### config.mk
export PLATFORM = sky130hd
export DESIGN_NAME = multiboot_stream_encryptor_unit
export DESIGN_NICKNAME = d
export VERILOG_FILES = /design/src/mbse_pkg.sv /design/src/mbse_front.sv /design/src/mbse_queue.sv /design/src/mbse_back.sv /design/src/multiboot_stream_encryptor_unit.sv
export SDC_FILE = /design/constraint.sdc
export NUM_CORES = 1
export LEC_CHECK = 0
export BUFFER_PORTS_ARGS = -buffer_cell sky130_fd_sc_hd__buf_2
export CORE_ASPECT_RATIO = 0.7
export CORE_MARGIN = 3
export CORE_UTILIZATION = 68
export DETAILED_ROUTE_END_ITERATION = 7
export MAX_ROUTING_LAYER = met4
export PLACE_DENSITY = 0.86
export SLEW_MARGIN = 0
export SYNTH_ARGS = -nofsm -noshare
export SYNTH_HDL_FRONTEND = slang
export SYNTH_SLANG_ARGS = --single-unit
### constraint.sdc
create_clock -name clk -period 16.05 [get_ports clk]
set_clock_uncertainty 0.15 [all_clocks]
set_input_delay 0 -clock clk [delete_from_list [all_inputs] [get_ports clk]]
set_output_delay 0 -clock clk [all_outputs]
set_load 0.005 [all_outputs]
### src/mbse_pkg.sv
// Package: shared types, constants and functions of the multiboot stream encryptor.
`default_nettype none

package mbse_pkg;

    // Image size limits and field widths
    localparam int MAX_IMAGE_BYTES = 262144;
    localparam int MIN_IMAGE_BYTES = 512;
    localparam int HEADER_BYTES    = 'hC0;
    localparam int SIZE_W          = 19;
    localparam int WORD_W          = 32;
    localparam int CHECK_W         = 16;
    localparam int WORD_BYTES      = 4;

    // Command queue between front and back
    localparam int QUEUE_DEPTH = 2;
    localparam int QPTR_W      = (QUEUE_DEPTH > 1) ? $clog2(QUEUE_DEPTH) : 1;
    localparam int QCNT_W      = $clog2(QUEUE_DEPTH + 1);

    // Configuration port
    localparam int APB_ADDR_W = 3;
    localparam int APB_DATA_W = 32;
    localparam logic [APB_ADDR_W-3:0] REG_TRANSFER_SIZE = '0;
    localparam logic [SIZE_W-1:0]     TRANSFER_SIZE_RESET = SIZE_W'(MIN_IMAGE_BYTES);

    // Scheme constants
    localparam logic [CHECK_W-1:0] CHECK_POLY   = 16'hA1C1;
    localparam logic [CHECK_W-1:0] CHECK_SEED   = 16'h15A0;
    localparam logic [WORD_W-1:0]  KEY_MULT     = 32'h6177614B;
    localparam logic [WORD_W-1:0]  CRYPT_MASK   = 32'h20796220;
    localparam logic [WORD_W-1:0]  SESSION_MASK = 32'h7365646F;
    localparam logic [WORD_W-1:0]  OFFSET_BIAS  = 32'h00000020 << 20;
    localparam logic [WORD_W-1:0]  OWN_KEY_BASE = 32'h00380000;
    localparam logic [WORD_W-1:0]  OWN_KEY_FILL = 32'h80808080;
    localparam logic [WORD_W-1:0]  OWN_TEXT_A   = 32'h6177614B;
    localparam logic [WORD_W-1:0]  OWN_TEXT_B   = 32'h6F646573;

    // Input operation codes
    typedef enum logic {
        OP_START   = 1'b0,
        OP_PAYLOAD = 1'b1
    } op_t;

    // Result word kinds
    typedef enum logic [1:0] {
        KIND_OWN_KEY = 2'd0,
        KIND_PLAIN   = 2'd1,
        KIND_CRYPT   = 2'd2,
        KIND_CHECK   = 2'd3
    } word_kind_t;

    // Commands issued by the front
    typedef enum logic [1:0] {
        CMD_START,
        CMD_FAULT,
        CMD_HEADER,
        CMD_CRYPT
    } cmd_kind_t;

    typedef struct packed {
        cmd_kind_t          kind;
        logic [WORD_W-1:0]  word;
        logic [SIZE_W-1:0]  offset;
        logic               last;
    } cmd_t;

    // One result item
    typedef struct packed {
        logic [WORD_W-1:0] word;
        word_kind_t        kind;
        logic              fault;
        logic              last;
    } out_t;

    function automatic logic [WORD_W-1:0] swap32(input logic [WORD_W-1:0] v);
        return {v[7:0], v[15:8], v[23:16], v[31:24]};
    endfunction

    // Round up to a multiple of 8 and clamp into the legal image range
    function automatic logic [SIZE_W-1:0] used_size(input logic [SIZE_W-1:0] ts);
        logic [SIZE_W:0] r;
        r = ({1'b0, ts} + (SIZE_W+1)'(7)) & ~((SIZE_W+1)'(7));
        if (r < (SIZE_W+1)'(MIN_IMAGE_BYTES))
            r = (SIZE_W+1)'(MIN_IMAGE_BYTES);
        else if (r > (SIZE_W+1)'(MAX_IMAGE_BYTES))
            r = (SIZE_W+1)'(MAX_IMAGE_BYTES);
        return r[SIZE_W-1:0];
    endfunction

    // Own key word as sent on the link (already in link byte order)
    function automatic logic [WORD_W-1:0] own_word(input logic [SIZE_W-1:0] s);
        logic [WORD_W-1:0] n;
        logic [WORD_W-1:0] a;
        logic [WORD_W-1:0] t;
        logic [WORD_W-1:0] m;
        n = ({{(WORD_W-SIZE_W){1'b0}}, s} - WORD_W'(MIN_IMAGE_BYTES)) >> 3;
        a = ((n & 32'h00003F80) << 1) | ((n & 32'h00004000) << 2)
            | (n & 32'h0000007F) | OWN_KEY_BASE;
        t = ((a >> 8) + (a >> 16) + a) << 24;
        m = t | a | OWN_KEY_FILL;
        return m ^ (m[9] ? OWN_TEXT_B : OWN_TEXT_A);
    endfunction

    // 16-bit right-shift checksum over one word, LSB first
    function automatic logic [CHECK_W-1:0] shift_check(input logic [CHECK_W-1:0] c,
                                                       input logic [WORD_W-1:0] w);
        logic [CHECK_W-1:0] r;
        logic               fb;
        r = c;
        for (int k = 0; k < WORD_W; k++) begin
            fb = r[0] ^ w[k];
            r  = r >> 1;
            if (fb)
                r = r ^ CHECK_POLY;
        end
        return r;
    endfunction

    // Mix a word with the stepped key and the negated address term
    function automatic logic [WORD_W-1:0] encrypt(input logic [WORD_W-1:0] w,
                                                  input logic [WORD_W-1:0] key,
                                                  input logic [SIZE_W-1:0] off);
        logic [WORD_W-1:0] addr_term;
        addr_term = WORD_W'(0) - ({{(WORD_W-SIZE_W){1'b0}}, off} + OFFSET_BIAS);
        return w ^ key ^ addr_term ^ CRYPT_MASK;
    endfunction

endpackage

`default_nettype wire

### src/mbse_front.sv
// Front: accepts input transfers, tracks the session position and issues commands.
`default_nettype none

module mbse_front
    import mbse_pkg::*;
(
    input  wire logic              clk,
    input  wire logic              rst_n,
    input  wire logic              in_valid,
    output logic                   in_ready,
    input  wire logic              in_op,
    input  wire logic [WORD_W-1:0] in_session,
    input  wire logic [WORD_W-1:0] in_payload,
    input  wire logic [SIZE_W-1:0] size,
    input  wire logic              q_full,
    output logic                   push,
    output cmd_t                   cmd
);

    logic              active_reg, active_next;
    logic [SIZE_W-1:0] offset_reg, offset_next;
    logic [SIZE_W-1:0] offset_inc;

    assign in_ready   = !q_full;
    assign push       = in_valid && in_ready;
    assign offset_inc = offset_reg + SIZE_W'(WORD_BYTES);

    // Classify the item against the session position
    always_comb
    begin
        active_next = active_reg;
        offset_next = offset_reg;
        cmd.kind    = CMD_FAULT;
        cmd.word    = in_payload;
        cmd.offset  = offset_reg;
        cmd.last    = 1'b0;
        if (op_t'(in_op) == OP_START)
        begin
            cmd.kind    = CMD_START;
            cmd.word    = in_session;
            active_next = 1'b1;
            offset_next = '0;
        end
        else if (!active_reg || offset_reg >= size)
        begin
            cmd.kind = CMD_FAULT;
        end
        else if (offset_reg < SIZE_W'(HEADER_BYTES))
        begin
            cmd.kind    = CMD_HEADER;
            offset_next = offset_inc;
        end
        else
        begin
            cmd.kind    = CMD_CRYPT;
            offset_next = offset_inc;
            if (offset_inc == size)
            begin
                cmd.last    = 1'b1;
                active_next = 1'b0;
            end
        end
    end

    // Advance the session state on each accepted transfer
    always_ff @(posedge clk or negedge rst_n)
    begin
        if (!rst_n)
        begin
            active_reg <= 1'b0;
            offset_reg <= '0;
        end
        else if (push)
        begin
            active_reg <= active_next;
            offset_reg <= offset_next;
        end
    end

endmodule

`default_nettype wire

### src/mbse_queue.sv
// Queue: short command FIFO between front and back.
`default_nettype none

module mbse_queue
    import mbse_pkg::*;
(
    input  wire logic clk,
    input  wire logic rst_n,
    input  wire logic push,
    input  wire cmd_t push_data,
    output logic      full,
    input  wire logic pop,
    output logic      empty,
    output cmd_t      pop_data
);

    cmd_t              entry_reg [QUEUE_DEPTH];
    logic [QPTR_W-1:0] wr_ptr_reg, rd_ptr_reg;
    logic [QCNT_W-1:0] count_reg;

    assign full     = (count_reg == QCNT_W'(QUEUE_DEPTH));
    assign empty    = (count_reg == '0);
    assign pop_data = entry_reg[rd_ptr_reg];

    function automatic logic [QPTR_W-1:0] ptr_inc(input logic [QPTR_W-1:0] p);
        return (p == QPTR_W'(QUEUE_DEPTH - 1)) ? '0 : p + QPTR_W'(1);
    endfunction

    // Store pushed commands
    always_ff @(posedge clk)
    begin
        if (push)
            entry_reg[wr_ptr_reg] <= push_data;
    end

    // Advance pointers and occupancy
    always_ff @(posedge clk or negedge rst_n)
    begin
        if (!rst_n)
        begin
            wr_ptr_reg <= '0;
            rd_ptr_reg <= '0;
            count_reg  <= '0;
        end
        else
        begin
            if (push)
                wr_ptr_reg <= ptr_inc(wr_ptr_reg);
            if (pop)
                rd_ptr_reg <= ptr_inc(rd_ptr_reg);
            if (push && !pop)
                count_reg <= count_reg + QCNT_W'(1);
            else if (pop && !push)
                count_reg <= count_reg - QCNT_W'(1);
        end
    end

endmodule

`default_nettype wire

### src/mbse_back.sv
// Back: runs key generator and checksum, builds result words into the output register.
`default_nettype none

module mbse_back
    import mbse_pkg::*;
(
    input  wire logic              clk,
    input  wire logic              rst_n,
    input  wire logic              q_empty,
    input  wire cmd_t              q_data,
    output logic                   pop,
    input  wire logic [SIZE_W-1:0] size,
    output logic                   out_valid,
    input  wire logic              out_ready,
    output out_t                   out_item
);

    logic [WORD_W-1:0]  key_reg, key_next;
    logic [CHECK_W-1:0] check_reg, check_next;
    logic               pending_reg, pending_next;
    logic               out_valid_reg, out_valid_next;
    out_t               out_reg, out_next;
    logic               slot_free;
    logic [WORD_W-1:0]  key_step;
    logic [WORD_W-1:0]  check_word;

    assign slot_free  = !out_valid_reg || out_ready;
    assign pop        = slot_free && !pending_reg && !q_empty;
    assign key_step   = key_reg * KEY_MULT + WORD_W'(1);
    assign check_word = {size[WORD_W-CHECK_W-1:0], check_reg};
    assign out_valid  = out_valid_reg;
    assign out_item   = out_reg;

    // Execute the pending checksum word or the head command
    always_comb
    begin
        key_next       = key_reg;
        check_next     = check_reg;
        pending_next   = pending_reg;
        out_next       = out_reg;
        out_valid_next = out_valid_reg && !out_ready;
        if (slot_free)
        begin
            if (pending_reg)
            begin
                key_next       = key_step;
                pending_next   = 1'b0;
                out_valid_next = 1'b1;
                out_next.word  = encrypt(check_word, key_step, size);
                out_next.kind  = KIND_CHECK;
                out_next.fault = 1'b0;
                out_next.last  = 1'b1;
            end
            else if (!q_empty)
            begin
                out_valid_next = 1'b1;
                out_next.fault = 1'b0;
                out_next.last  = 1'b1;
                case (q_data.kind)
                    CMD_START:
                    begin
                        key_next      = swap32(q_data.word ^ SESSION_MASK);
                        check_next    = CHECK_SEED;
                        out_next.word = own_word(size);
                        out_next.kind = KIND_OWN_KEY;
                    end
                    CMD_HEADER:
                    begin
                        out_next.word = q_data.word;
                        out_next.kind = KIND_PLAIN;
                    end
                    CMD_CRYPT:
                    begin
                        check_next    = shift_check(check_reg, q_data.word);
                        key_next      = key_step;
                        out_next.word = encrypt(q_data.word, key_step, q_data.offset);
                        out_next.kind = KIND_CRYPT;
                        out_next.last = !q_data.last;
                        pending_next  = q_data.last;
                    end
                    default:
                    begin
                        out_next.word  = '0;
                        out_next.kind  = KIND_OWN_KEY;
                        out_next.fault = 1'b1;
                    end
                endcase
            end
        end
    end

    // Hold control state
    always_ff @(posedge clk or negedge rst_n)
    begin
        if (!rst_n)
        begin
            key_reg       <= '0;
            check_reg     <= '0;
            pending_reg   <= 1'b0;
            out_valid_reg <= 1'b0;
        end
        else
        begin
            key_reg       <= key_next;
            check_reg     <= check_next;
            pending_reg   <= pending_next;
            out_valid_reg <= out_valid_next;
        end
    end

    // Hold the result payload
    always_ff @(posedge clk)
    begin
        out_reg <= out_next;
    end

endmodule

`default_nettype wire

### src/multiboot_stream_encryptor_unit.sv
// Top level: multiboot stream encryptor with stream channels and APB configuration.
//
//   Channel   Direction  Handshake              Content
//   s_*       in         s_tvalid / s_tready    start or payload item
//   m_*       out        m_tvalid / m_tready    result word, kind, fault, tlast
//   APB       in / out   psel+penable, pready   transfer_size at address 0
//
// One input item is taken per cycle while the two-entry command queue has room.
// Each item yields one result, held first in the queue and then in the output register;
// the final payload word also yields the checksum word, which takes the output register
// after that result. Output stalls back up into the queue and then into s_tready.
// rst_n clears the session, key, checksum, queue and output valid flag at once.
`default_nettype none

module multiboot_stream_encryptor_unit
    import mbse_pkg::*;
(
    input  wire logic                  clk,
    input  wire logic                  rst_n,
    input  wire logic                  s_tvalid,
    output logic                       s_tready,
    input  wire logic [63:0]           s_tdata,   // [31:0] session_word, [63:32] payload_word
    input  wire logic                  s_tuser,   // [0] operation
    output logic                       m_tvalid,
    input  wire logic                  m_tready,
    output logic [31:0]                m_tdata,   // [31:0] out_word
    output logic [2:0]                 m_tuser,   // [1:0] word_kind, [2] fault
    output logic                       m_tlast,   // last_of_run
    input  wire logic                  psel,
    input  wire logic                  penable,
    input  wire logic                  pwrite,
    input  wire logic [APB_ADDR_W-1:0] paddr,
    input  wire logic [APB_DATA_W-1:0] pwdata,
    output logic [APB_DATA_W-1:0]      prdata,
    output logic                       pready
);

    logic [SIZE_W-1:0] transfer_size_reg;
    logic [SIZE_W-1:0] size_used;
    logic              cfg_write;
    logic              q_push, q_pop, q_full, q_empty;
    cmd_t              q_in, q_out;
    out_t              result;

    // Configuration register
    assign pready    = 1'b1;
    assign cfg_write = psel && penable && pwrite && pready
                       && (paddr[APB_ADDR_W-1:2] == REG_TRANSFER_SIZE);

    always_ff @(posedge clk or negedge rst_n)
    begin
        if (!rst_n)
            transfer_size_reg <= TRANSFER_SIZE_RESET;
        else if (cfg_write)
            transfer_size_reg <= pwdata[SIZE_W-1:0];
    end

    always_comb
    begin
        prdata = '0;
        if (paddr[APB_ADDR_W-1:2] == REG_TRANSFER_SIZE)
            prdata = {{(APB_DATA_W-SIZE_W){1'b0}}, transfer_size_reg};
    end

    assign size_used = used_size(transfer_size_reg);

    mbse_front u_front (
        .clk        (clk),
        .rst_n      (rst_n),
        .in_valid   (s_tvalid),
        .in_ready   (s_tready),
        .in_op      (s_tuser),
        .in_session (s_tdata[31:0]),
        .in_payload (s_tdata[63:32]),
        .size       (size_used),
        .q_full     (q_full),
        .push       (q_push),
        .cmd        (q_in)
    );

    mbse_queue u_queue (
        .clk       (clk),
        .rst_n     (rst_n),
        .push      (q_push),
        .push_data (q_in),
        .full      (q_full),
        .pop       (q_pop),
        .empty     (q_empty),
        .pop_data  (q_out)
    );

    mbse_back u_back (
        .clk       (clk),
        .rst_n     (rst_n),
        .q_empty   (q_empty),
        .q_data    (q_out),
        .pop       (q_pop),
        .size      (size_used),
        .out_valid (m_tvalid),
        .out_ready (m_tready),
        .out_item  (result)
    );

    // Drive the result channel
    assign m_tdata = result.word;
    assign m_tuser = {result.fault, result.kind};
    assign m_tlast = result.last;

endmodule

`default_nettype wire

; ---- After elaboration in Yosys (flattened, before gate mapping)
; Memories as Yosys holds them, arrays and structs flattened.
; Index checks and enable logic that the tools add are counted.
[op_classes]
eq_ne = 8
bitwise_logic = 78
n_reduce_logical = 31
n_mul = 1
magnitude_cmp = 4
addsub = 14
n_mux = 195
[ops]
columns = op, n
row1 = $mux W16, 156
row2 = $not A5 Y6, 32
row3 = $xor A32 B32 Y32, 5
row4 = $pmux W34 S3, 1
row5 = $mux W32, 3
row6 = $mux W19, 5
row7 = $mux W36, 2
row8 = $pmux W32 S2, 1
row9 = $sub A1 B32 Y32 const A, 2
row10 = $add A19 B26 Y27 const B, 2
row11 = $add A32 B1 Y32 const B, 1
row12 = $mul A32 B31 Y32 const B, 1
row13 = $pmux W16 S2, 1
row14 = $xor A1 B1 Y1, 32
row15 = $or A31 B31 Y31, 1
row16 = $mux W28, 1
row17 = $mux W1, 21
row18 = $add A19 B3 Y20 const B, 1
row19 = $gt A20 B19 Y1 const B, 1
row20 = $lt A20 B10 Y1 const B, 1
row21 = $not A10 Y10, 2
row22 = $add A19 B3 Y19 const B, 1
row23 = $eq A19 B19 Y1, 1
row24 = $ge A19 B19 Y1, 1
row25 = 24 further kinds, 56
[totals]
out_inout_bits = 71
n_memories = 1
reg_bits = 129
in_bits = 107
mem_bits_rw = 108
word_cells = 346
[mem_list]
columns = name, words, width, rd, rd_ports_with_merged_regs, write_ports, line_no
row1 = u_queue.entry_reg, 2, 54, 1, 0, 1, mbse_queue.sv:17  ; cmd_t entry_reg [QUEUE_DEPTH];

; ---- Depth between registers and ports, before layout
; Gate-level depths: netlist (run 1).
; An unclocked memory read counts as a cell.
[logic_depth]
ltp_word = 190
depth_mapped = 27
ltp_nobuf = 26

; ---- Modules after synthesis
; A second synthesis (run 1) with hierarchy kept.
[hier_totals]
hier_cells = 2329
area_unflattened_um2 = 24422.2
[modules_own_cells]
columns = mod, area_per_inst_um2, cells_per_inst, seq_area_each_um2, n_inst
row1 = mbse_back, 16047.9, 1679, 2332.2, 1
row2 = mbse_queue, 4332.9, 184, 3343.2, 1
row3 = mbse_front, 2557.5, 308, 450.4, 1
row4 = multiboot_stream_encryptor_unit, 1483.9, 158, 476.7, 1

; ---- Least setup slack after synthesis (run 1)
; No wires, ideal clock.
[synth_timing]
kind = register -> register
startpoint = reg u_back.key_reg[4]
endpoint = reg u_back.out_reg, in the netlist u_back.out_item[35] (data pin)
path_stages_with_launch = 22
path_buffers = 1
period_less_slack_ps = 6989
arrival_ps = 6571
slack_ps = 9061
path_cell_list = dfrtp_1 > ha_1 > inv_1 > fa_1 > fa_1 > inv_1 > ha_1 > ha_1 > fa_1 > fa_1 > fa_1 > ha_1 > clkbuf_1 > a2111oi_0 > nand2_1 > o21ai_0 > a311o_1 > a31oi_1 > a311oi_1 > xnor2_1 > a221oi_1 > o31ai_1
[synth_via]
elab_chain_len = 7
elab_cells_between_ends = 9
classes_between = add/sub (1) / mul (1) / mux (3) / bitwise (4)
[synth_lines]
columns = element, line_no
row1 = from (decl), mbse_back.sv:18  ; logic [WORD_W-1:0] key_reg, key_next;
row2 = from (signal assigned), mbse_back.sv:104  ; key_reg <= key_next;
row3 = $mul A32 B31 Y32 (*), mbse_back.sv:29  ; assign key_step = key_reg * KEY_MULT + WORD_W'(1);
row4 = $add A32 B1 Y32 (*), mbse_back.sv:29
row5 = $xor A32 B32 Y32 (2 in a row), mbse_pkg.sv:125  ; return w ^ key ^ addr_term ^ CRYPT_MASK;
row6 = $pmux W34 S3, mbse_back.sv:59  ; case (q_data.kind)
row7 = $mux W36, mbse_back.sv:54  ; else if (!q_empty)
row8 = $mux W36 (*), mbse_back.sv:44  ; if (pending_reg)
row9 = to (signal assigned), mbse_back.sv:114  ; out_reg <= out_next;
row10 = to (decl), mbse_back.sv:22  ; out_t out_reg, out_next;
; Mark *: on every way between the ends. The rest lies on a longest branch, timed or not. The select of a mux whose other input is x is not followed.
; A chain may end at the register's enable or synchronous reset.

; ---- Final worst setup path (run 1)
[layout_timing]
startpoint = reg u_back.key_reg[2]
endpoint = reg u_back.out_reg, in the netlist u_back.out_item[33] (data pin)
[layout_via]
elab_chain_len = 8
elab_cells_between_ends = 11
classes_between = add/sub (1) / mul (1) / mux (3) / bitwise (6)
[layout_lines]
columns = element, line_no
row1 = $mul A32 B31 Y32 (*), mbse_back.sv:29
row2 = $add A32 B1 Y32 (*), mbse_back.sv:29
row3 = $xor A32 B32 Y32 (2 in a row), mbse_pkg.sv:125
row4 = $not A10 Y10 (no line), --
row5 = $pmux W34 S3, mbse_back.sv:59
row6 = $mux W36, mbse_back.sv:54
row7 = $mux W36 (*), mbse_back.sv:44
; Marks and branches as above.

==> flow_summary.rst, run 1 <==
.. list-table::
   :header-rows: 1

   * - Metric
     - Value
   * - Nets
     - 3008
   * - WS Path Type
     - reg2reg
   * - Critical Path, Cell by Cell
     - ha_1 -> ha_1 -> inv_1 -> fa_1 -> inv_1 -> ha_1 -> inv_1 -> fa_1 -> fa_1 -> fa_1 -> inv_1 -> fa_1 -> ha_1 -> a21o_1 -> a2111oi_0 -> nand2_1 -> o21ai_0 -> a311o_1 -> a31oi_1 -> xor2_1 -> xnor2_1 -> a221oi_1 -> o21ai_0
   * - Drt first-iter violations
     - 2564
   * - Start of the worst register-to-register path
     - u_back.key_reg[2]$_DFFE_PN0P_
   * - Core Box Area
     - 33700 µm²
   * - Wire length reported by the detailed router
     - 76700 µm
   * - Clk pin slew, worst setup/hold paths
     - 0.07 ns
   * - Post-route core utilization
     - 78.0%
   * - Post-synthesis cell area
     - 23400 µm²
   * - Latest clock arrival within the worst-skew pair
     - 0.56 ns
   * - Hold path startpoint
     - pwdata[11]
   * - Worst flop-to-flop path endpoint
     - u_back.out_item[33]$_DFFE_PP_
   * - Cell type with the largest total area after synthesis
     - sky130_fd_sc_hd__edfxtp_1
   * - Total of max-cap violations
     - 0
   * - Largest driver fanout on the critical path
     - 10
   * - Area contributors post-synth
     - sky130_fd_sc_hd__edfxtp_1 18%, sky130_fd_sc_hd__fa_1 15%, sky130_fd_sc_hd__ha_1 11%, sky130_fd_sc_hd__xnor2_1 11%, sky130_fd_sc_hd__dfrtp_1 9.6%
   * - Number of setup violations in the final report
     - 0
   * - Pin count of the biggest net entering global routing
     - 66
   * - Largest stage delay on the critical path
     - 0.89 ns
   * - Detailed placement HPWL
     - 58000 µm
   * - Wirelength per Cell
     - 25.6 µm
   * - Setup TNS
     - 0 ns
   * - Standard-cell rows
     - 56
   * - Cells on Worst Hold Path
     - 3
   * - Failing checks
     - DRC
   * - Area taken by flip-flops and latches
     - 6490 µm²
   * - Path type of the worst min-delay path
     - in2reg
   * - Maximum level of the CTS H-tree
     - 1
   * - Number of hold violations in the final report
     - 0
   * - Share of the synthesized area in the top cell type
     - 18.0%
   * - Worst hold endpoint
     - transfer_size_reg[11]$_DFFE_PN0P_
   * - Diode insertion count for antenna repair
     - 0
   * - Max Slew Vio Count
     - 0
   * - Synthesized instance count
     - 2297
   * - Vias in the first global route
     - 18500
   * - Initial Utilization
     - 69.3%
   * - Number of fill cells in the layout
     - 2160
   * - Worst slew margin relative to its limit
     - 11.4%
   * - Count of flip-flops with a built-in enable after synthesis
     - 140
   * - Master cell of the clock root buffer
     - sky130_fd_sc_hd__clkbuf_16
   * - DR pass1 iterations
     - 8
   * - Number of port buffers
     - 148
   * - Cell occurring most often along the worst timing path
     - sky130_fd_sc_hd__fa_1
   * - Post-route clock period utilization
     - 53.8%
   * - R2r setup slk
     - 7.42 ns
   * - Number of buffers added by the clock tree synthesis step
     - 23
   * - Endpoint kind of the worst setup timing path
     - flip-flop
   * - Worst r2r path cells
     - 23
   * - Layout cells sized above 1
     - 13.4%
   * - Main synth FF type
     - sky130_fd_sc_hd__edfxtp_1
   * - Total Die Area
     - 36700 µm²
   * - Post-synth cell types
     - 80
   * - Highest attainable clock frequency
     - 116 MHz
   * - Die W
     - 228 µm
   * - Count of cells resized by post-cts repair
     - 0
   * - Global router's overall resource usage
     - 43.7%
   * - Status
     - complete, but fails checks
   * - # clock sinks
     - 231
   * - Vias
     - 18600
   * - Slowest cell on the critical path
     - sky130_fd_sc_hd__a2111oi_0
   * - TritonCTS clock tree
     - built
   * - Last weighted congestion value of the routability-driven placer
     - 1.09
   * - Top Ports
     - 178
   * - Seq/Total Area, Yosys
     - 27.7%
   * - Aggregate global routing overflow
     - 0
   * - Area used by multi-input combinational logic
     - 15100 µm²
   * - First-pass GRT wire length
     - 115000 µm
   * - Residual DRC
     - 5
   * - Mean post-synth cell area
     - 10.2 µm²
   * - Maximum root-to-sink buffer count
     - 3
   * - Period minus WS final
     - 8.63 ns
   * - Crit path arrival time
     - 8.75 ns
   * - Count of yosys warnings during synthesis
     - 0
   * - Async set-reset flop share out of synthesis
     - 39.4%
   * - Vertical die dimension
     - 161 µm
   * - Number of antenna violations at the first check in global routing
     - 0
   * - Setup repair after global routing missed its margin
     - false
   * - Via density
     - 6.20
   * - Number of antenna-violating nets in the routed design
     - 0
   * - Category of the worst setup path launch point
     - flip-flop
   * - Slew at the pin with the worst max-slew slack
     - 1.29 ns
   * - Number of flip-flops in the largest register
     - 104
   * - Number of synthesized register bits
     - 231
   * - Req. time, crit path
     - 16.16 ns
   * - Area grow syn2layout
     - 12.4%
[cell usage after synthesis, drive strengths merged, types with 7 or more instances]
| library cell | instances |
|---|---|
| inv | 385 |
| xnor2 | 306 |
| ha | 207 |
| fa | 178 |
| edfxtp | 140 |
| nand2 | 116 |
| xor2 | 93 |
| nor2 | 91 |
| dfrtp | 90 |
| o21ai | 87 |
| a21oi | 81 |
| clkbuf | 66 |
| mux2 | 59 |
| mux2i | 57 |
| nand3 | 34 |
| nor3 | 28 |
| nor2b | 27 |
| buf | 23 |
| a21o | 17 |
| a211oi | 16 |
| and3 | 15 |
| o21a | 12 |
| a221oi | 11 |
| or2 | 11 |
| a31o | 10 |
| a32o | 10 |
| and2 | 10 |
| nand2b | 8 |
| nand4 | 7 |
| nor4 | 7 |
| o31ai | 7 |
| or3 | 7 |
[worst max-delay path: cells and delay by family (launching register included)]
family	cells	cell delay, ns
and+or+nand+nor	1	0.09
xor gates and xnor gates	2	1.02
DFF	1	0.79
buffers and inverters	4	0.31
adders and majority gates	9	3.75
AOI/OAI and AO/OA	7	2.22
[how the worst max path moves through the flow]
stage	startpoint	endpoint	slack [ns]	cells after the start
global route	u_back.key_reg[3]$_DFFE_PN0P_	u_back.out_item[31]$_DFFE_PP_	7.22	23
global placement	u_back.key_reg[2]$_DFFE_PN0P_	u_back.out_item[33]$_DFFE_PP_	7.87	23
detailed placement	u_back.key_reg[2]$_DFFE_PN0P_	u_back.out_item[33]$_DFFE_PP_	7.66	23
finish	u_back.key_reg[2]$_DFFE_PN0P_	u_back.out_item[33]$_DFFE_PP_	7.42	23
floorplan	u_back.key_reg[4]$_DFFE_PN0P_	u_back.out_item[35]$_DFFE_PP_	9.06	21
CTS	u_back.key_reg[3]$_DFFE_PN0P_	u_back.out_item[33]$_DFFE_PP_	7.68	23
[metal layers]
layer / track usage [%] / up-vias / wire length, µm
met5: - / - / 0
met4: 9.95 / 0 / 2160
met3: 16.2 / 174 / 11900
met2: 59.5 / 1336 / 31400
met1: 62.7 / 9106 / 31200
li1: - / 7975 / -
[kinds of logic after synthesis]
logic type,Yosys count,share of synthesized area (%)
compound gates,300,8.26
xor+xnor,401,16.1
fa+ha+maj,385,26.3
buf+inv,475,7.95
flops,231,27.7
mux,116,5.49
other cells,2,0.0321
simple gates,387,8.05
[placed cells by master, fill, tap and decap left out, types with 27 or more instances in the layout]
cell                            count
sky130_fd_sc_hd__fa_1             178
sky130_fd_sc_hd__mux2_2            59
sky130_fd_sc_hd__nor2_1            89
sky130_fd_sc_hd__xor2_1            88
sky130_fd_sc_hd__edfxtp_1         140
sky130_fd_sc_hd__buf_2            147
sky130_fd_sc_hd__buf_4             36
sky130_fd_sc_hd__dfrtp_1           89
sky130_fd_sc_hd__o21ai_0           82
sky130_fd_sc_hd__nand2_1          116
sky130_fd_sc_hd__nor2b_1           27
sky130_fd_sc_hd__xnor2_1          286
sky130_fd_sc_hd__mux2i_1           49
sky130_fd_sc_hd__dlygate4sd3_1     87
sky130_fd_sc_hd__nor3_1            27
sky130_fd_sc_hd__inv_1            385
sky130_fd_sc_hd__ha_1             207
sky130_fd_sc_hd__a21oi_1           81
sky130_fd_sc_hd__nand3_1           34
[through the flow]
stage	instance area [µm²]	setup slack [ns]	instances	hold WS, ns
after floorplan	23400	9.06	2309	-0.446
after global placement	24600	7.87	2867	-0.0974
after detailed placement	24600	7.66	2867	-0.0856
after CTS	26300	7.68	2997	0.0679
after global routing	26300	7.22	2997	0.0915
final	26300	7.42	2997	0.0656
[what timing repair did]
action / CTS / global route
buffers inserted: 0 / 0
hold buffers: 88 / 0
endpoints found under the hold margin: 133 / 0
[layout make-up]
cell class / instances / share of cell area (%)
clock inverter: 9 / 0.414
inverter: 386 / 5.51
timing repair buffer: 271 / 7.25
sequential: 231 / 24.7
multi-input combinational: 1603 / 57.5
clock buffer: 33 / 2.45
tap: 464 / 2.21
Power of run 1 is not shown: default switching activity piles up to over one toggle a cycle in this logic, so the estimate is an artifact.
==> run 2, diff against run 1 <==
--- a/config.mk
+++ b/config.mk
@@ -8,10 +8,10 @@
 export BUFFER_PORTS_ARGS = -buffer_cell sky130_fd_sc_hd__buf_2
 export CORE_ASPECT_RATIO = 0.7
 export CORE_MARGIN = 3
-export CORE_UTILIZATION = 68
+export CORE_UTILIZATION = 63
 export DETAILED_ROUTE_END_ITERATION = 7
 export MAX_ROUTING_LAYER = met4
-export PLACE_DENSITY = 0.86
+export PLACE_DENSITY = 0.8
 export SLEW_MARGIN = 0
 export SYNTH_ARGS = -nofsm -noshare
 export SYNTH_HDL_FRONTEND = slang
==> constraint.sdc (replaced) <==
create_clock -name clk -period 9.05 [get_ports clk]
set_clock_uncertainty 0.15 [all_clocks]
set_input_delay 0 -clock clk [delete_from_list [all_inputs] [get_ports clk]]
set_output_delay 0 -clock clk [all_outputs]
set_load 0.005 [all_outputs]
==> run 2 against run 1 <==
The flow now finishes without violations. Sequential share of layout area decreased by 0.055 points. Critical path depth unchanged. Global-route usage fell by 3.2 points. First-iteration DRC count is 0.55% lower. Final cell count increased by 0.70%. Routed wire length is 0.96% higher. Largest cell class unchanged. Critical path type unchanged. Register-to-register slack got worse by 6.7 ns.
==> flow_summary.rst, run 2 (same netlist as run 1, synthesis figures left out) <==
.. list-table::
   :header-rows: 1

   * - Metric
     - Value
   * - Standard-cell rows
     - 58 (was 56)
   * - DR pass1 iterations
     - 6 (was 8)
   * - Worst r2r path cells
     - 23 (unchanged)
   * - Worst slew margin relative to its limit
     - 13.9% (was 11.4%)
   * - Setup TNS
     - 0 ns (unchanged)
   * - Total of hold buffers inserted after clock tree synthesis
     - 88 (unchanged)
   * - Residual DRC
     - 0 (was 5)
   * - Detailed placement HPWL
     - 59900 µm (was 58000 µm)
   * - Via density
     - 6.03 (was 6.20)
   * - Maximum root-to-sink buffer count
     - 3 (unchanged)
   * - Post-route clock period utilization
     - 92.6% (was 53.8%)
   * - Last weighted congestion value of the routability-driven placer
     - 1.06 (was 1.09)
   * - # clock sinks
     - 231 (unchanged)
   * - Area grow syn2layout
     - 12.7% (was 12.4%)
   * - Core Box Area
     - 36200 µm² (was 33700 µm²)
   * - Wire length reported by the detailed router
     - 77500 µm (was 76700 µm)
   * - Count of cells resized by post-cts repair
     - 0 (unchanged)
   * - Period minus WS final
     - 8.38 ns (was 8.63 ns)
   * - Cells on Worst Hold Path
     - 3 (unchanged)
   * - Number of buffers added by the clock tree synthesis step
     - 24 (was 23)
   * - Category of the worst setup path launch point
     - flip-flop (unchanged)
   * - Largest stage delay on the critical path
     - 0.66 ns (was 0.89 ns)
   * - Worst flop-to-flop path endpoint
     - u_back.out_item[35]$_DFFE_PP_ (was u_back.out_item[33]$_DFFE_PP_)
   * - WS Path Type
     - reg2reg (unchanged)
   * - Maximum level of the CTS H-tree
     - 1 (unchanged)
   * - Number of antenna violations at the first check in global routing
     - 0 (unchanged)
   * - Start of the worst register-to-register path
     - u_back.key_reg[11]$_DFFE_PN0P_ (was u_back.key_reg[2]$_DFFE_PN0P_)
   * - Total of max-cap violations
     - 0 (unchanged)
   * - Aggregate global routing overflow
     - 0 (unchanged)
   * - Post-route core utilization
     - 72.7% (was 78.0%)
   * - Endpoint kind of the worst setup timing path
     - flip-flop (unchanged)
   * - Master cell of the clock root buffer
     - sky130_fd_sc_hd__clkbuf_16 (unchanged)
   * - Slew at the pin with the worst max-slew slack
     - 1.28 ns (was 1.29 ns)
   * - Latest clock arrival within the worst-skew pair
     - 0.57 ns (was 0.56 ns)
   * - Total Die Area
     - 39500 µm² (was 36700 µm²)
   * - Wirelength per Cell
     - 25.7 µm (was 25.6 µm)
   * - Fin cells
     - 3018 (was 2997)
   * - Vias in the first global route
     - 18000 (was 18500)
   * - Diode insertion count for antenna repair
     - 0 (unchanged)
   * - Vias
     - 18200 (was 18600)
   * - Largest driver fanout on the critical path
     - 8 (was 10)
   * - Highest attainable clock frequency
     - 119 MHz (was 116 MHz)
   * - Clk pin slew, worst setup/hold paths
     - 0.07 ns (about the same)
   * - Hold path startpoint
     - pwdata[0] (was pwdata[11])
   * - Layout cells sized above 1
     - 13.6% (was 13.4%)
   * - Setup repair after global routing missed its margin
     - false (unchanged)
   * - Critical Path, Cell by Cell
     - inv_1 -> fa_1 -> fa_1 -> fa_1 -> inv_1 -> fa_1 -> fa_1 -> inv_1 -> fa_1 -> fa_1 -> fa_1 -> xor2_1 -> xnor2_1 -> xnor2_1 -> xnor2_1 -> xnor2_1 -> or3_1 -> a311oi_1 -> a311oi_1 -> buf_4 -> xnor2_1 -> a221oi_1 -> o31ai_1 (was ha_1 -> ha_1 -> inv_1 -> fa_1 -> inv_1 -> ha_1 -> inv_1 -> fa_1 -> fa_1 -> fa_1 -> inv_1 -> fa_1 -> ha_1 -> a21o_1 -> a2111oi_0 -> nand2_1 -> o21ai_0 -> a311o_1 -> a31oi_1 -> xor2_1 -> xnor2_1 -> a221oi_1 -> o21ai_0)
   * - Top Ports
     - 178 (unchanged)
   * - Setup Fix Bufs, Post-CTS
     - 0 (unchanged)
   * - Number of setup violations in the final report
     - 0 (unchanged)
   * - Status
     - finished, final reports clean (was complete, but fails checks)
   * - Number of flip-flops in the largest register
     - 104 (unchanged)
   * - Req. time, crit path
     - 9.16 ns (was 16.16 ns)
   * - Nets
     - 3012 (was 3008)
   * - Drt first-iter violations
     - 2550 (was 2564)
   * - Vertical die dimension
     - 167 µm (was 161 µm)
   * - Number of port buffers
     - 148 (unchanged)
   * - First-pass GRT wire length
     - 116000 µm (was 115000 µm)
   * - Number of antenna-violating nets in the routed design
     - 0 (unchanged)
   * - Initial Utilization
     - 64.5% (was 69.3%)
   * - Die W
     - 236 µm (was 228 µm)
   * - TritonCTS clock tree
     - built (unchanged)
   * - Number of hold violations in the final report
     - 0 (unchanged)
   * - Worst hold endpoint
     - transfer_size_reg[0]$_DFFE_PN0P_ (was transfer_size_reg[11]$_DFFE_PN0P_)
   * - Global router's overall resource usage
     - 40.5% (was 43.7%)
   * - Crit path arrival time
     - 8.48 ns (was 8.75 ns)
   * - R2r setup slk
     - 0.67 ns (was 7.42 ns)
   * - Cell occurring most often along the worst timing path
     - sky130_fd_sc_hd__fa_1 (unchanged)
   * - Pin count of the biggest net entering global routing
     - 66 (unchanged)
   * - Most frequent standard cell in the layout excluding fill and tap cells
     - sky130_fd_sc_hd__inv_1 (unchanged)
   * - Slowest cell on the critical path
     - sky130_fd_sc_hd__fa_1 (was sky130_fd_sc_hd__a2111oi_0)
   * - Leading cell types in the layout, fill and taps excluded
     - 385 x sky130_fd_sc_hd__inv_1, 286 x sky130_fd_sc_hd__xnor2_1, 207 x sky130_fd_sc_hd__ha_1 (unchanged)
   * - Max Slew Vio Count
     - 0 (unchanged)
   * - Path type of the worst min-delay path
     - in2reg (unchanged)
   * - Placed cell count
     - 2886 (was 2867)
[run 2: cell count changes in the layout (fill, tap and decap cells not counted), sizes merged]
cell / change
buf: +3
clkinv: +2
inv: +2
bufinv: -1
clkbuf: -1
[run 2: routing by layer]
| metal | routed length [µm] | global-route usage, % | share of wire, % | up-vias |
|---|---|---|---|---|
| li1 | - | - | - | 7992 |
| met1 | 33700 | 60.0 | 43 | 8945 |
| met2 | 30500 | 53.3 | 39 | 1136 |
| met3 | 11900 | 16.2 | 15 | 125 |
| met4 | 1370 | 6.02 | 1.8 | 0 |
| met5 | 0 | - | 0 | - |
[run 2: stage by stage]
step | hold WS (ns) | cell area (µm²) | worst slack, ns
floorplan | -0.446 | 23400 | 2.06
global placement | -0.0920 | 24700 | 1.08
detailed placement | -0.0821 | 24700 | 0.957
CTS | 0.0603 | 26300 | 0.904
global route | 0.0781 | 26300 | 0.399
finish | 0.0731 | 26300 | 0.673
[run 2: layout make-up]
| cell class | count | area (µm²) |
|---|---|---|
| multi-input cells | 1603 | 15100 |
| fillers | 2568 | 9880 |
| flip-flops and latches | 231 | 6490 |
| repair buffers | 274 | 1930 |
| inverters | 386 | 1450 |
| clock buffers | 32 | 641 |
| well taps | 480 | 601 |
| clock inverters | 12 | 129 |
[run 2: worst max path at each step]
stage / end / depth (start not counted) / startpoint / slack (ns)
after floorplan: u_back.out_item[35]$_DFFE_PP_ / 21 / u_back.key_reg[4]$_DFFE_PN0P_ / 2.06
after global placement: u_back.out_item[35]$_DFFE_PP_ / 23 / u_back.key_reg[12]$_DFFE_PN0P_ / 1.08
after detailed placement: u_back.out_item[35]$_DFFE_PP_ / 23 / u_back.key_reg[11]$_DFFE_PN0P_ / 0.96
after CTS: u_back.out_item[35]$_DFFE_PP_ / 23 / u_back.key_reg[11]$_DFFE_PN0P_ / 0.90
after global routing: u_back.out_item[35]$_DFFE_PP_ / 24 / u_back.key_reg[2]$_DFFE_PN0P_ / 0.40
final: u_back.out_item[35]$_DFFE_PP_ / 23 / u_back.key_reg[11]$_DFFE_PN0P_ / 0.67
[run 2: worst max-delay path: cells and delay by family (launching register included)]
kind / cells / cell delay, ns
compound gates: 4 / 0.98
xor+xnor: 6 / 1.06
fa+ha+maj: 8 / 4.24
buf+inv: 4 / 0.66
flops: 1 / 0.65
simple gates: 1 / 0.33
Power of run 2 is left out for the same reason.
